[config.mk]
export PLATFORM = sky130hd
export DESIGN_NAME = spatial_hash_neighbor_query
export DESIGN_NICKNAME = d
export VERILOG_FILES = /design/src/design/shq_pkg.sv /design/src/design/spatial_hash_neighbor_query.sv /design/src/design/shq_ram.sv
export SDC_FILE = /design/constraint.sdc
export NUM_CORES = 2
export LEC_CHECK = 0
export BUFFER_PORTS_ARGS = -buffer_cell sky130_fd_sc_hd__buf_2
export CELL_PAD_IN_SITES_DETAIL_PLACEMENT = 2
export CELL_PAD_IN_SITES_GLOBAL_PLACEMENT = 2
export CORE_ASPECT_RATIO = 1.1
export CORE_MARGIN = 4
export CORE_UTILIZATION = 30
export DETAILED_ROUTE_END_ITERATION = 16
export PLACE_DENSITY = 0.67
export SYNTH_ARGS = -nofsm -noshare
export SYNTH_HDL_FRONTEND = slang
export SYNTH_HIERARCHICAL = 1
export SYNTH_SLANG_ARGS = --single-unit
[constraint.sdc]
create_clock -name aclk -period 12.8 [get_ports aclk]
set_clock_uncertainty 0.05 [all_clocks]
set_input_delay 1.28 -clock aclk [delete_from_list [all_inputs] [get_ports aclk]]
set_output_delay 1.28 -clock aclk [all_outputs]
set_load 0.1 [all_outputs]
[src/design/shq_pkg.sv]
// ----------------------------------------------------------------------------
// shq_pkg
// Shared constants, types and the cell hash of the spatial hash neighbor query.
// ----------------------------------------------------------------------------
package shq_pkg;

    localparam int MAX_OBJECTS = 32;
    localparam int TABLE_CELLS = 64;
    localparam int MAX_SPAN    = 3;
    localparam int RESULT_CAP  = 64;

    localparam logic [31:0] HASH_PX = 32'd92837111;
    localparam logic [31:0] HASH_PY = 32'd689287499;
    localparam logic [31:0] HASH_PZ = 32'd283923481;

    localparam int OP_W    = 2;
    localparam int IDX_W   = 7;
    localparam int VAL_W   = 6;
    localparam int POS_W   = 21;
    localparam int RAD_W   = 20;
    localparam int INV_W   = 16;
    localparam int ID_W    = 5;
    localparam int S_DATA_W = 96;
    localparam int M_DATA_W = 8;
    localparam int M_USER_W = 2;

    localparam int COORD_W   = POS_W + 1;
    localparam int PROD_W    = COORD_W + INV_W + 1;
    localparam int FRAC_W    = 16;
    localparam int FRAC_MASK = (2 ** FRAC_W) - 1;
    localparam int CELL_W    = PROD_W - FRAC_W;

    localparam int TB_W   = $clog2(TABLE_CELLS);
    localparam int BAW    = $clog2(TABLE_CELLS + 1);
    localparam int EAW    = $clog2(MAX_OBJECTS);
    localparam int RAW    = $clog2(RESULT_CAP);
    localparam int CNT_W  = $clog2(RESULT_CAP + 1);
    localparam int SPAN_W = $clog2(MAX_SPAN + 1);
    localparam int CONV_W = 3;
    localparam int CONV_STEPS = 6;

    localparam int PADDR_W = 3;
    localparam int PDATA_W = 32;
    localparam logic REG_INV_SPACING = 1'b0;
    localparam logic REG_IS_3D       = 1'b1;
    localparam logic [INV_W-1:0] INV_RESET = 16'd256;

    typedef enum logic [OP_W-1:0] {
        OP_BUCKET = 2'd0,
        OP_ENTRY  = 2'd1,
        OP_QUERY  = 2'd2
    } op_t;

    typedef enum logic [10:0] {
        ST_IDLE  = 11'b000_0000_0001,
        ST_CONV  = 11'b000_0000_0010,
        ST_CLIP  = 11'b000_0000_0100,
        ST_BKS   = 11'b000_0000_1000,
        ST_BKE   = 11'b000_0001_0000,
        ST_BKW   = 11'b000_0010_0000,
        ST_ENT   = 11'b000_0100_0000,
        ST_ENTW  = 11'b000_1000_0000,
        ST_NEXT  = 11'b001_0000_0000,
        ST_EMRD  = 11'b010_0000_0000,
        ST_EMLD  = 11'b100_0000_0000
    } state_t;

    // hash mod a power-of-two table only needs the low bits of each product
    function automatic logic [TB_W-1:0] cell_hash(input logic [TB_W-1:0] x,
                                                  input logic [TB_W-1:0] y,
                                                  input logic [TB_W-1:0] z);
        logic [TB_W-1:0] px;
        logic [TB_W-1:0] py;
        logic [TB_W-1:0] pz;
        px = x * HASH_PX[TB_W-1:0];
        py = y * HASH_PY[TB_W-1:0];
        pz = z * HASH_PZ[TB_W-1:0];
        return px ^ py ^ pz;
    endfunction

endpackage

[src/design/spatial_hash_neighbor_query.sv]
// ----------------------------------------------------------------------------
// spatial_hash_neighbor_query
// Spatial hash grid: loads bucket and entry tables, answers box queries.
// ----------------------------------------------------------------------------
// Input stream (s_*): one word per command. s_tuser is the opcode: bucket
// start write, entry write or query. Writes return a single ack word.
// A query returns every object id from the buckets of the cells that
// pos +/- max_dist covers (at most 3 cells per axis, 64 ids), then last.
// overflow is flagged on every word of a clipped query; an empty query
// returns one word with found=0.
// Output stream (m_*): registered; a stalled receiver holds the block.
// Timing: a write is acked the cycle after acceptance. A query takes
// 6 multiplies on one shared multiplier, a clip step, then the bucket
// reads per cell, an entry read and result write per found id, a close
// of the range and a step per cell, and a read and load per emitted word; one query at a
// time, s_tready is low until its last word is loaded.
// Reset: inv_spacing=1.0, is_3d=1. Table contents are undefined until
// written and no clearing pass runs. Configure only while idle (APB).
// ----------------------------------------------------------------------------
module spatial_hash_neighbor_query (
    input  logic                              aclk,
    input  logic                              aresetn,
    // s_tdata: index[6:0], value[12:7], pos_x[33:13], pos_y[54:34],
    //          pos_z[75:55], max_dist[95:76]
    input  logic                              s_tvalid,
    output logic                              s_tready,
    input  logic [shq_pkg::S_DATA_W-1:0]      s_tdata,
    input  logic [shq_pkg::OP_W-1:0]          s_tuser,     // op[1:0]
    // m_tdata: object_id[4:0], zero pad
    output logic                              m_tvalid,
    input  logic                              m_tready,
    output logic [shq_pkg::M_DATA_W-1:0]      m_tdata,
    output logic [shq_pkg::M_USER_W-1:0]      m_tuser,     // found[0], overflow[1]
    output logic                              m_tlast,
    input  logic                              psel,
    input  logic                              penable,
    input  logic                              pwrite,
    input  logic [shq_pkg::PADDR_W-1:0]       paddr,
    input  logic [shq_pkg::PDATA_W-1:0]       pwdata,
    output logic [shq_pkg::PDATA_W-1:0]       prdata,
    output logic                              pready
);

    // ---------------- input fields ----------------
    logic [shq_pkg::IDX_W-1:0]        in_index;
    logic [shq_pkg::VAL_W-1:0]        in_value;
    logic signed [shq_pkg::POS_W-1:0] in_pos [3];
    logic [shq_pkg::RAD_W-1:0]        in_rad;

    assign in_index  = s_tdata[6:0];
    assign in_value  = s_tdata[12:7];
    assign in_pos[0] = s_tdata[33:13];
    assign in_pos[1] = s_tdata[54:34];
    assign in_pos[2] = s_tdata[75:55];
    assign in_rad    = s_tdata[95:76];

    // ---------------- configuration ----------------
    logic [shq_pkg::INV_W-1:0] inv_reg;
    logic                      is3d_reg;
    logic                      cfg_wr;

    assign pready = 1'b1;
    assign cfg_wr = psel && penable && pwrite && pready;
    assign prdata = (paddr[shq_pkg::PADDR_W-1] == shq_pkg::REG_IS_3D) ?
                    {{(shq_pkg::PDATA_W-1){1'b0}}, is3d_reg} :
                    {{(shq_pkg::PDATA_W-shq_pkg::INV_W){1'b0}}, inv_reg};

    always_ff @(posedge aclk) begin
        if (!aresetn) begin
            inv_reg  <= shq_pkg::INV_RESET;
            is3d_reg <= 1'b1;
        end else if (cfg_wr) begin
            if (paddr[shq_pkg::PADDR_W-1] == shq_pkg::REG_INV_SPACING) begin
                inv_reg <= pwdata[shq_pkg::INV_W-1:0];
            end else begin
                is3d_reg <= pwdata[0];
            end
        end
    end

    // ---------------- registers ----------------
    shq_pkg::state_t                   state_reg, state_next;
    logic [shq_pkg::CONV_W-1:0]        cnt_reg, cnt_next;
    logic signed [shq_pkg::POS_W-1:0]  pos_reg [3];
    logic signed [shq_pkg::POS_W-1:0]  pos_next [3];
    logic [shq_pkg::RAD_W-1:0]         rad_reg, rad_next;
    logic signed [shq_pkg::PROD_W-1:0] prod_reg, prod_next;
    logic signed [shq_pkg::CELL_W-1:0] lo_reg [3];
    logic signed [shq_pkg::CELL_W-1:0] lo_next [3];
    logic signed [shq_pkg::CELL_W-1:0] hi_reg [3];
    logic signed [shq_pkg::CELL_W-1:0] hi_next [3];
    logic [shq_pkg::SPAN_W-1:0]        span_reg [3];
    logic [shq_pkg::SPAN_W-1:0]        span_next [3];
    logic [shq_pkg::TB_W-1:0]          base_reg [3];
    logic [shq_pkg::TB_W-1:0]          base_next [3];
    logic [shq_pkg::SPAN_W-1:0]        idx_reg [3];
    logic [shq_pkg::SPAN_W-1:0]        idx_next [3];
    logic [shq_pkg::TB_W-1:0]          h_reg, h_next;
    logic                              ovf_reg, ovf_next;
    logic [shq_pkg::VAL_W-1:0]         start_reg, start_next;
    logic [shq_pkg::VAL_W-1:0]         end_reg, end_next;
    logic [shq_pkg::VAL_W-1:0]         l_reg, l_next;
    logic [shq_pkg::CNT_W-1:0]         n_reg, n_next;
    logic [shq_pkg::RAW-1:0]           e_reg, e_next;
    logic                              mv_reg, mv_next;
    logic [shq_pkg::ID_W-1:0]          mid_reg, mid_next;
    logic                              mfound_reg, mfound_next;
    logic                              movf_reg, movf_next;
    logic                              mlast_reg, mlast_next;

    // ---------------- memories ----------------
    logic                         bk_we;
    logic [shq_pkg::BAW-1:0]      bk_raddr;
    logic [shq_pkg::VAL_W-1:0]    bk_rdata;
    logic                         en_we;
    logic [shq_pkg::ID_W-1:0]     en_rdata;
    logic                         rb_we;
    logic [shq_pkg::ID_W-1:0]     rb_rdata;
    logic                         accept;
    logic                         out_free;

    assign out_free = !mv_reg || m_tready;
    assign s_tready = (state_reg == shq_pkg::ST_IDLE) && out_free;
    assign accept   = s_tvalid && s_tready;

    assign bk_we = accept && (s_tuser == shq_pkg::OP_BUCKET) &&
                   (in_index <= shq_pkg::IDX_W'(shq_pkg::TABLE_CELLS));
    assign en_we = accept && (s_tuser == shq_pkg::OP_ENTRY) &&
                   (in_index < shq_pkg::IDX_W'(shq_pkg::MAX_OBJECTS));
    assign rb_we = (state_reg == shq_pkg::ST_ENTW);

    // ---------------- datapath helpers ----------------
    logic [1:0]                        conv_axis;
    logic [shq_pkg::CONV_W-1:0]        conv_prev;
    logic signed [shq_pkg::COORD_W-1:0] coord;
    logic signed [shq_pkg::PROD_W-1:0] prod_adj;
    logic signed [shq_pkg::CELL_W-1:0] cell_val;
    logic [shq_pkg::TB_W-1:0]          hash_now;
    logic signed [shq_pkg::CELL_W:0]   diff [3];
    logic                              ent_ok;

    assign conv_axis = cnt_reg[2:1];
    assign conv_prev = cnt_reg - 1'b1;

    always_comb begin
        if (cnt_reg[0]) begin
            coord = shq_pkg::COORD_W'(pos_reg[conv_axis]) +
                    $signed({2'b00, rad_reg});
        end else begin
            coord = shq_pkg::COORD_W'(pos_reg[conv_axis]) -
                    $signed({2'b00, rad_reg});
        end
    end

    // truncate toward zero: bias negative products before the shift
    assign prod_adj = prod_reg + (prod_reg[shq_pkg::PROD_W-1] ?
                      shq_pkg::PROD_W'(shq_pkg::FRAC_MASK) : '0);
    assign cell_val = prod_adj[shq_pkg::PROD_W-1:shq_pkg::FRAC_W];

    assign hash_now = shq_pkg::cell_hash(
        base_reg[0] + shq_pkg::TB_W'(idx_reg[0]),
        base_reg[1] + shq_pkg::TB_W'(idx_reg[1]),
        base_reg[2] + shq_pkg::TB_W'(idx_reg[2]));

    assign bk_raddr = (state_reg == shq_pkg::ST_BKS) ? shq_pkg::BAW'(hash_now) :
                      shq_pkg::BAW'(h_reg) + 1'b1;

    always_comb begin
        for (int a = 0; a < 3; a++) begin
            if (a == 2 && !is3d_reg) begin
                diff[a] = '0;
            end else begin
                diff[a] = {hi_reg[a][shq_pkg::CELL_W-1], hi_reg[a]} -
                          {lo_reg[a][shq_pkg::CELL_W-1], lo_reg[a]};
            end
        end
    end

    assign ent_ok = (l_reg < end_reg) &&
                    ({1'b0, l_reg} < (shq_pkg::VAL_W+1)'(shq_pkg::MAX_OBJECTS));

    // ---------------- sequencer ----------------
    always_comb begin
        state_next  = state_reg;
        cnt_next    = cnt_reg;
        pos_next    = pos_reg;
        rad_next    = rad_reg;
        prod_next   = prod_reg;
        lo_next     = lo_reg;
        hi_next     = hi_reg;
        span_next   = span_reg;
        base_next   = base_reg;
        idx_next    = idx_reg;
        h_next      = h_reg;
        ovf_next    = ovf_reg;
        start_next  = start_reg;
        end_next    = end_reg;
        l_next      = l_reg;
        n_next      = n_reg;
        e_next      = e_reg;
        mv_next     = mv_reg && !m_tready;
        mid_next    = mid_reg;
        mfound_next = mfound_reg;
        movf_next   = movf_reg;
        mlast_next  = mlast_reg;

        case (state_reg)
            shq_pkg::ST_IDLE: begin
                if (accept) begin
                    if (s_tuser == shq_pkg::OP_QUERY) begin
                        pos_next   = in_pos;
                        rad_next   = in_rad;
                        cnt_next   = '0;
                        ovf_next   = 1'b0;
                        n_next     = '0;
                        e_next     = '0;
                        state_next = shq_pkg::ST_CONV;
                    end else begin
                        mv_next     = 1'b1;
                        mid_next    = '0;
                        mfound_next = 1'b0;
                        movf_next   = 1'b0;
                        mlast_next  = 1'b1;
                    end
                end
            end
            shq_pkg::ST_CONV: begin
                if (cnt_reg < shq_pkg::CONV_W'(shq_pkg::CONV_STEPS)) begin
                    prod_next = $signed(coord) * $signed({1'b0, inv_reg});
                end
                if (cnt_reg != '0) begin
                    if (conv_prev[0]) begin
                        hi_next[conv_prev[2:1]] = cell_val;
                    end else begin
                        lo_next[conv_prev[2:1]] = cell_val;
                    end
                end
                cnt_next = cnt_reg + 1'b1;
                if (cnt_reg == shq_pkg::CONV_W'(shq_pkg::CONV_STEPS)) begin
                    state_next = shq_pkg::ST_CLIP;
                end
            end
            shq_pkg::ST_CLIP: begin
                for (int a = 0; a < 3; a++) begin
                    idx_next[a]  = '0;
                    base_next[a] = (a == 2 && !is3d_reg) ? '0 :
                                   lo_reg[a][shq_pkg::TB_W-1:0];
                    if (diff[a][shq_pkg::CELL_W]) begin
                        span_next[a] = shq_pkg::SPAN_W'(1);
                    end else if (diff[a] >= (shq_pkg::CELL_W+1)'(shq_pkg::MAX_SPAN)) begin
                        span_next[a] = shq_pkg::SPAN_W'(shq_pkg::MAX_SPAN);
                        ovf_next     = 1'b1;
                    end else begin
                        span_next[a] = diff[a][shq_pkg::SPAN_W-1:0] + 1'b1;
                    end
                end
                state_next = shq_pkg::ST_BKS;
            end
            shq_pkg::ST_BKS: begin
                h_next     = hash_now;
                state_next = shq_pkg::ST_BKE;
            end
            shq_pkg::ST_BKE: begin
                start_next = bk_rdata;
                state_next = shq_pkg::ST_BKW;
            end
            shq_pkg::ST_BKW: begin
                end_next   = bk_rdata;
                l_next     = start_reg;
                state_next = shq_pkg::ST_ENT;
            end
            shq_pkg::ST_ENT: begin
                if (!ent_ok) begin
                    state_next = shq_pkg::ST_NEXT;
                end else if (n_reg == shq_pkg::CNT_W'(shq_pkg::RESULT_CAP)) begin
                    ovf_next   = 1'b1;
                    state_next = shq_pkg::ST_EMRD;
                end else begin
                    l_next     = l_reg + 1'b1;
                    state_next = shq_pkg::ST_ENTW;
                end
            end
            shq_pkg::ST_ENTW: begin
                n_next     = n_reg + 1'b1;
                state_next = shq_pkg::ST_ENT;
            end
            shq_pkg::ST_NEXT: begin
                state_next = shq_pkg::ST_BKS;
                if (idx_reg[2] + 1'b1 < span_reg[2]) begin
                    idx_next[2] = idx_reg[2] + 1'b1;
                end else begin
                    idx_next[2] = '0;
                    if (idx_reg[1] + 1'b1 < span_reg[1]) begin
                        idx_next[1] = idx_reg[1] + 1'b1;
                    end else begin
                        idx_next[1] = '0;
                        if (idx_reg[0] + 1'b1 < span_reg[0]) begin
                            idx_next[0] = idx_reg[0] + 1'b1;
                        end else begin
                            state_next = shq_pkg::ST_EMRD;
                        end
                    end
                end
            end
            shq_pkg::ST_EMRD: begin
                if (out_free) begin
                    if (n_reg == '0) begin
                        mv_next     = 1'b1;
                        mid_next    = '0;
                        mfound_next = 1'b0;
                        movf_next   = ovf_reg;
                        mlast_next  = 1'b1;
                        state_next  = shq_pkg::ST_IDLE;
                    end else begin
                        state_next = shq_pkg::ST_EMLD;
                    end
                end
            end
            shq_pkg::ST_EMLD: begin
                mv_next     = 1'b1;
                mid_next    = rb_rdata;
                mfound_next = 1'b1;
                movf_next   = ovf_reg;
                mlast_next  = (shq_pkg::CNT_W'(e_reg) + 1'b1 == n_reg);
                e_next      = e_reg + 1'b1;
                state_next  = mlast_next ? shq_pkg::ST_IDLE : shq_pkg::ST_EMRD;
            end
            default: begin
                state_next = shq_pkg::ST_IDLE;
            end
        endcase
    end

    always_ff @(posedge aclk) begin
        if (!aresetn) begin
            state_reg <= shq_pkg::ST_IDLE;
            mv_reg    <= 1'b0;
            cnt_reg   <= '0;
            n_reg     <= '0;
            e_reg     <= '0;
            idx_reg   <= '{default: '0};
            span_reg  <= '{default: '0};
        end else begin
            state_reg <= state_next;
            mv_reg    <= mv_next;
            cnt_reg   <= cnt_next;
            n_reg     <= n_next;
            e_reg     <= e_next;
            idx_reg   <= idx_next;
            span_reg  <= span_next;
        end
    end

    always_ff @(posedge aclk) begin
        pos_reg    <= pos_next;
        rad_reg    <= rad_next;
        prod_reg   <= prod_next;
        lo_reg     <= lo_next;
        hi_reg     <= hi_next;
        base_reg   <= base_next;
        h_reg      <= h_next;
        ovf_reg    <= ovf_next;
        start_reg  <= start_next;
        end_reg    <= end_next;
        l_reg      <= l_next;
        mid_reg    <= mid_next;
        mfound_reg <= mfound_next;
        movf_reg   <= movf_next;
        mlast_reg  <= mlast_next;
    end

    shq_ram #(.WIDTH(shq_pkg::VAL_W), .DEPTH(shq_pkg::TABLE_CELLS + 1)) u_bucket_ram (
        .aclk  (aclk),
        .we    (bk_we),
        .waddr (in_index[shq_pkg::BAW-1:0]),
        .wdata (in_value),
        .raddr (bk_raddr),
        .rdata (bk_rdata)
    );

    shq_ram #(.WIDTH(shq_pkg::ID_W), .DEPTH(shq_pkg::MAX_OBJECTS)) u_entry_ram (
        .aclk  (aclk),
        .we    (en_we),
        .waddr (in_index[shq_pkg::EAW-1:0]),
        .wdata (in_value[shq_pkg::ID_W-1:0]),
        .raddr (l_reg[shq_pkg::EAW-1:0]),
        .rdata (en_rdata)
    );

    shq_ram #(.WIDTH(shq_pkg::ID_W), .DEPTH(shq_pkg::RESULT_CAP)) u_result_ram (
        .aclk  (aclk),
        .we    (rb_we),
        .waddr (n_reg[shq_pkg::RAW-1:0]),
        .wdata (en_rdata),
        .raddr (e_reg),
        .rdata (rb_rdata)
    );

    // ---------------- outputs ----------------
    assign m_tvalid = mv_reg;
    assign m_tdata  = {{(shq_pkg::M_DATA_W-shq_pkg::ID_W){1'b0}}, mid_reg};
    assign m_tuser  = {movf_reg, mfound_reg};
    assign m_tlast  = mlast_reg;

    // ---------------- assertions ----------------
    a_count_cap: assert property (@(posedge aclk) disable iff (!aresetn)
        n_reg <= shq_pkg::CNT_W'(shq_pkg::RESULT_CAP))
        else $error("result count above cap");

    a_buf_write: assert property (@(posedge aclk) disable iff (!aresetn)
        state_reg == shq_pkg::ST_ENTW |-> n_reg < shq_pkg::CNT_W'(shq_pkg::RESULT_CAP))
        else $error("result buffer written past cap");

    a_walk_range: assert property (@(posedge aclk) disable iff (!aresetn)
        state_reg == shq_pkg::ST_BKS |->
            (idx_reg[0] < span_reg[0]) && (idx_reg[1] < span_reg[1]) &&
            (idx_reg[2] < span_reg[2]))
        else $error("cell walk outside clipped box");

    a_notfound_last: assert property (@(posedge aclk) disable iff (!aresetn)
        m_tvalid && !m_tuser[0] |-> m_tlast)
        else $error("word without object id is not last");

    a_query_start: assert property (@(posedge aclk) disable iff (!aresetn)
        s_tvalid && s_tready && (s_tuser == shq_pkg::OP_QUERY) |=>
            state_reg == shq_pkg::ST_CONV)
        else $error("query did not start conversion");

endmodule

[src/design/shq_ram.sv]
// ----------------------------------------------------------------------------
// shq_ram
// Generic single-write, single-read RAM with registered read data.
// ----------------------------------------------------------------------------
module shq_ram #(
    parameter int WIDTH = 8,
    parameter int DEPTH = 32
) (
    input  logic                     aclk,
    input  logic                     we,
    input  logic [$clog2(DEPTH)-1:0] waddr,
    input  logic [WIDTH-1:0]         wdata,
    input  logic [$clog2(DEPTH)-1:0] raddr,
    output logic [WIDTH-1:0]         rdata
);

    logic [WIDTH-1:0] mem_reg [DEPTH];
    logic [WIDTH-1:0] rdata_reg;

    always_ff @(posedge aclk) begin
        if (we) begin
            mem_reg[waddr] <= wdata;
        end
        rdata_reg <= mem_reg[raddr];
    end

    assign rdata = rdata_reg;

endmodule

Yosys cells after proc, flatten, opt, wreduce, memory -nomap -nowiden. Memory sizes are Yosys's and may differ from the RTL's. A register that Yosys moved wholly into a read port is not among the register bits. Cells that the tools add are included.

Word-level logic and storage cells: 241. Input bits: 140. Memories kept: 3. Output and inout port bits: 46. Register bits after elaboration: 368. RAM bits: 870.

Memories: u_bucket_ram.mem_reg (depth 65, width 6, rd ports 1, clocked after memory_dff 1, write ports 1, line shq_ram.sv:17) `logic [WIDTH-1:0] mem_reg [DEPTH];`; u_result_ram.mem_reg (depth 64, width 5, rd ports 1, clocked after memory_dff 1, write ports 1, line shq_ram.sv:17); u_entry_ram.mem_reg (depth 32, width 5, rd ports 1, clocked after memory_dff 1, write ports 1, line shq_ram.sv:17).

Equal/unequal tests: 28. Bitwise operators: 6. $add $sub $neg: 22. Muxes and demuxes: 88. Order comparisons: 14. Multiply operators: 4. Reduce and logical (&&, ||, !) cells: 40.

Operators by type and width (number): bitwise mux 69 bit (2); one-hot mux 11 bit (10 select lines) (1); >= comparator 24 x 3 -> 1 bit (second input constant) (3); subtractor 23 x 23 -> 24 bit (3); two-way mux 10 bit (6); two-way mux 11 bit (5); demux 23 bit (select 2 bit) (1); binary-select mux 21 bit (select 2 bit) (1); two-way mux 21 bit (2); adder 39 x 16 -> 39 bit (1); multiplier 22 x 17 -> 39 bit (1); one-hot mux 6 bit (2 select lines) (3); two-way mux 16 bit (2); two-way mux 1 bit (30); two-way mux 24 bit (1); two-way mux 6 bit (4); two-way mux 23 bit (1); adder 21 x 21 -> 22 bit (1); two-way mux 22 bit (1); != test 2 bit (second input constant) (11); subtractor 21 x 21 -> 22 bit (1); two-way mux 7 bit (3); AND reduction 3 bit (7); two-way mux 2 bit (10); other kinds (55) (101).

Longest topological paths before layout.
Word-level depth: 9. Depth in mapped cells: 41. Mapped depth without buffers: 39.

Hierarchy. The synthesis kept the hierarchy.

Modules (own cells, without submodules): spatial_hash_neighbor_query (times used 1, area each 33587.2 um2, cells each 3367); shq_ram (u_bucket_ram) (times used 1, area each 15438.6 um2, cells each 725); shq_ram (u_result_ram) (times used 1, area each 12768.5 um2, cells each 610); shq_ram (u_entry_ram) (times used 1, area each 6344.8 um2, cells each 277).

Worst setup path before layout. OpenSTA, ideal clock, no wires.

Path type: reg2reg. Start point: register cnt_reg[1] (netlist name). End point: register prod_reg[33] (netlist name) (data pin). Arrival: 8902 ps. Slack: 3590 ps. Clock period less this slack: 9210 ps. Cell stages (with the launch flop): 40. Buffers on the path: 3. Cells stage by stage: dfxtp_1 -> clkbuf_1 -> nor2b_1 -> clkbuf_1 -> nand2_1 -> o21ai_0 -> ha_1 -> fa_1 -> a21o_1 -> a21oi_1 -> o21bai_1 -> a21oi_1 -> o21ai_1 -> a41oi_1 -> a21oi_1 -> a21o_1 -> a21oi_1 -> xnor2_1 -> [... 4 more ...] -> fa_1 -> inv_1 -> fa_1 -> fa_1 -> inv_1 -> fa_1 -> inv_1 -> ha_1 -> a21o_1 -> a21o_1 -> a21oi_1 -> o22ai_1 -> a21oi_1 -> o21ai_1 -> a221o_1 -> a21o_1 -> a21oi_1 -> xnor2_1.

Longest elaborated chain between the ends: 7.

Ends and longest elaborated chain: start, declared (line spatial_hash_neighbor_query.sv:83) `logic [shq_pkg::CONV_W-1:0] cnt_reg, cnt_next;`; start signal, assigned (line spatial_hash_neighbor_query.sv:346) `cnt_reg <= cnt_next;`; inverter 2 -> 3 bit (not written as such) * (line spatial_hash_neighbor_query.sv:147, spatial_hash_neighbor_query.sv:150); binary-select mux 21 bit (select 2 bit) * (line spatial_hash_neighbor_query.sv:147, spatial_hash_neighbor_query.sv:150); two-way mux 21 bit (not written as such) * (2 in series) (line spatial_hash_neighbor_query.sv:147, spatial_hash_neighbor_query.sv:150); subtractor 21 x 21 -> 22 bit or adder 21 x 21 -> 22 bit (tied branches) (line spatial_hash_neighbor_query.sv:150, spatial_hash_neighbor_query.sv:147); two-way mux 22 bit * (line spatial_hash_neighbor_query.sv:146) `if (cnt_reg[0]) begin`; multiplier 22 x 17 -> 39 bit * (line spatial_hash_neighbor_query.sv:229) `prod_next = $signed(coord) * $signed({1'b0, inv_reg});`; end signal, assigned (line spatial_hash_neighbor_query.sv:357) `prod_reg <= prod_next;`; end, declared (line spatial_hash_neighbor_query.sv:87) `logic signed [shq_pkg::PROD_W-1:0] prod_reg, prod_next;`.

Every way passes the cells marked *; elsewhere a longest branch is shown, timed or not. The select of a mux whose other input is x is not followed. A chain may end at the register's enable or synchronous reset.

Worst setup path in the final report.
Start point: register cnt_reg[1] (netlist name). End point: register prod_reg[38] (netlist name) (data pin).

The elaborated chain is that of the path after synthesis.

==> flow_summary.json <==
{
  "worstSetupEndpointType": "register",
  "power_frac_seq_pct": 47.9,
  "ys_seq_area_share_pct": 54.2,
  "cts_buffer_depth": 3,
  "ctsResizeCount": 0,
  "hold_class": "reg -> reg",
  "post_synth_main_area_contributors": "edfxtp_1, fa_1, mux4_2, ha_1, inv_1",
  "grt_overflow_total": 0,
  "ioPinCount": 186,
  "p_sw_share_pct": 25.0,
  "vdd_ir_drop_max_v": 0.000134,
  "h-tree-depth": 4,
  "final_common_cell": "edfxtp_1",
  "grt_pass1_vias": 46059,
  "tritoncts": "built",
  "rsz0062_at_grt": "no",
  "comb_power_share_pct": 10.5,
  "die_y_um": 508,
  "timing.final.crit_share_pct": 84.8,
  "vias": 40535,
  "final_area_um2": 76800,
  "antenna_found_initial": 5,
  "io_buffers": 147,
  "synth_cell_type_count": 96,
  "ys_ff_latch": 1254,
  "cts-root-buf": "clkbuf_16",
  "internal-power_mw": 7.07,
  "die_w_um": 462,
  "crit_required_ns": 13.25,
  "worst_setup_path_start_kind": "register",
  "p_leak_nw": 27.9,
  "pwr-share-clk_pct": 41.6,
  "grt_max_degree": 103,
  "syn_to_final_growth_pct": 12.7,
  "tns_ns": 0,
  "crit_slowest_cell": "fa_1",
  "cts_made_buffers": 138,
  "layout_common_cells": "edfxtp_1, inv_1, nand2_1",
  "worstSetupPathType": "reg -> reg",
  "clk_pin_slew_ns": 0.07,
  "final_antenna_net_count": 0,
  "start_util_pct": 30.2,
  "yosysWarnings": 6,
  "synth_edf_count": 1181,
  "grt.total_usage_pct": 15.8,
  "core_um2": 226000,
  "place_congestion": 0.769,
  "die_area_um2": 235000,
  "power_switching_mw": 2.36,
  "ys_async_sr_fraction_pct": 0,
  "critical_path.max_stage_delay_ns": 0.58,
  "first_pass_iters": 5,
  "largest_register_ff_count": 390,
  "power_density_nw_per_um2": 123,
  "yosys.area.top_type_share_pct": 52.0,
  "cp_common_cell": "fa_1",
  "wl_per_cell_um": 22.7,
  "yosysTopAreaCell": "edfxtp_1",
  "maxCapViolations": 0,
  "dpl-instance-area_um2": 72300,
  "cp_max_fo": 20,
  "wirelength_um": 186000,
  "grt_pass1_wl_um": 288000,
  "setup_viol": 0,
  "avgSynthCellArea_um2": 13.7,
  "hold_viol_final": 0,
  "clkLatencyLatePin_ns": 0.79,
  "r2r_setup_slack_ns": 1.95,
  "worst_pin_slew_ns": 1.32,
  "netlist_area_um2": 68100,
  "drv_slew": 0,
  "vias_per_cell": 4.93,
  "cts_hold_buf": 0,
  "drtIter0Drc": 2023,
  "slew_headroom_pct": 12.0,
  "drc_errors": 0,
  "arrival_ns": 11.30,
  "netlist_instances": 4979,
  "drive_above_1_share_pct": 14.2,
  "fin_crit_ns": 10.85,
  "status": "finished clean",
  "clkSinkCount": 1254,
  "fmax_mhz": 92.1,
  "postCtsSetupBuffers": 0,
  "rows": 183,
  "dp_hpwl_um": 131000,
  "fin_nets": 5892,
  "ys.flop_type": "edfxtp_1"
}
-- per-stage QoR --
stage               hold slack [ns]  setup slack (ns)  power, mW  util, %  instances
global placement              0.374              2.06       5.60     32.0       7966
floorplan                     0.354              3.59       5.25        -       4997
global route                  0.390              1.23       9.85     34.0       8219
detailed placement            0.367              1.87       5.63     32.0       7966
finish                        0.361              1.95       9.44     34.0       8220
CTS                           0.362              1.85       9.59     34.0       8217
-- per-layer routing --
layer	up-vias	GRT usage, %	wire, um
li1	18119	-	-
met1	21612	19.3	77200
met2	586	29.4	99800
met3	218	1.74	4830
met4	0	4.58	4500
met5	-	0	0
-- critical path: cells and delay by family (launching register included) --
kind / cells / cell delay, ns
xor gates and xnor gates: 2 / 0.28
adders and majority gates: 9 / 4.12
and+or+nand+nor: 5 / 0.96
DFF: 1 / 0.52
buffers and inverters: 5 / 0.88
muxes: 1 / 0.27
AOI/OAI and AO/OA: 15 / 3.47
-- synthesized netlist by cell type, types with 70 or more instances --
cell type / number
a21oi_1: 171
and2_1: 187
clkbuf_1: 122
dfxtp_1: 73
edfxtp_1: 1181
fa_1: 356
ha_1: 250
inv_1: 550
mux2i_1: 70
mux4_2: 206
nand2_1: 376
nand3_1: 73
nor2_1: 314
o21ai_0: 94
xnor2_1: 128
-- final timing paths --
check	to	start	cells after the start
worst max register to register	prod_reg[38]$_DFFE_PP_	cnt_reg[1]$_SDFFE_PN0P_	37
worst min-delay path	base_reg[9]$_DFFE_PP_	lo_reg[26]$_DFFE_PP_	0
worst min register to register	base_reg[9]$_DFFE_PP_	lo_reg[26]$_DFFE_PP_	0
worst max-delay path	prod_reg[38]$_DFFE_PP_	cnt_reg[1]$_SDFFE_PN0P_	37
-- logic make-up after synthesis --
kind of cell	after synthesis	share of synthesized area [%]
compound gates	572	5.52
other cells	2	0.0110
xor+xnor	196	2.52
simple gates	1257	8.99
fa+ha+maj	607	15.1
mux	337	9.15
buf+inv	754	4.55
flops	1254	54.2
-- power by group through the flow --
stage | registers (mW) | clock network [mW] | logic [mW]
floorplan | 4.61 | 0 | 0.640
finish | 4.52 | 3.93 | 0.990
global placement | 4.61 | 0 | 0.997
CTS | 4.52 | 4.05 | 1.03
global route | 4.52 | 4.21 | 1.12
detailed placement | 4.61 | 0 | 1.02
-- area by class of cell --
type	instances	area, um^2
antenna	3	7.51
clock inverter	74	654
timing repair buffer	212	1240
inverter	551	2070
sequential	1254	36900
clock buffer	177	3830
tap	2960	3700
fill	23065	149000
multi-input combinational	2989	28300
Power figures use the tool's default switching activity.
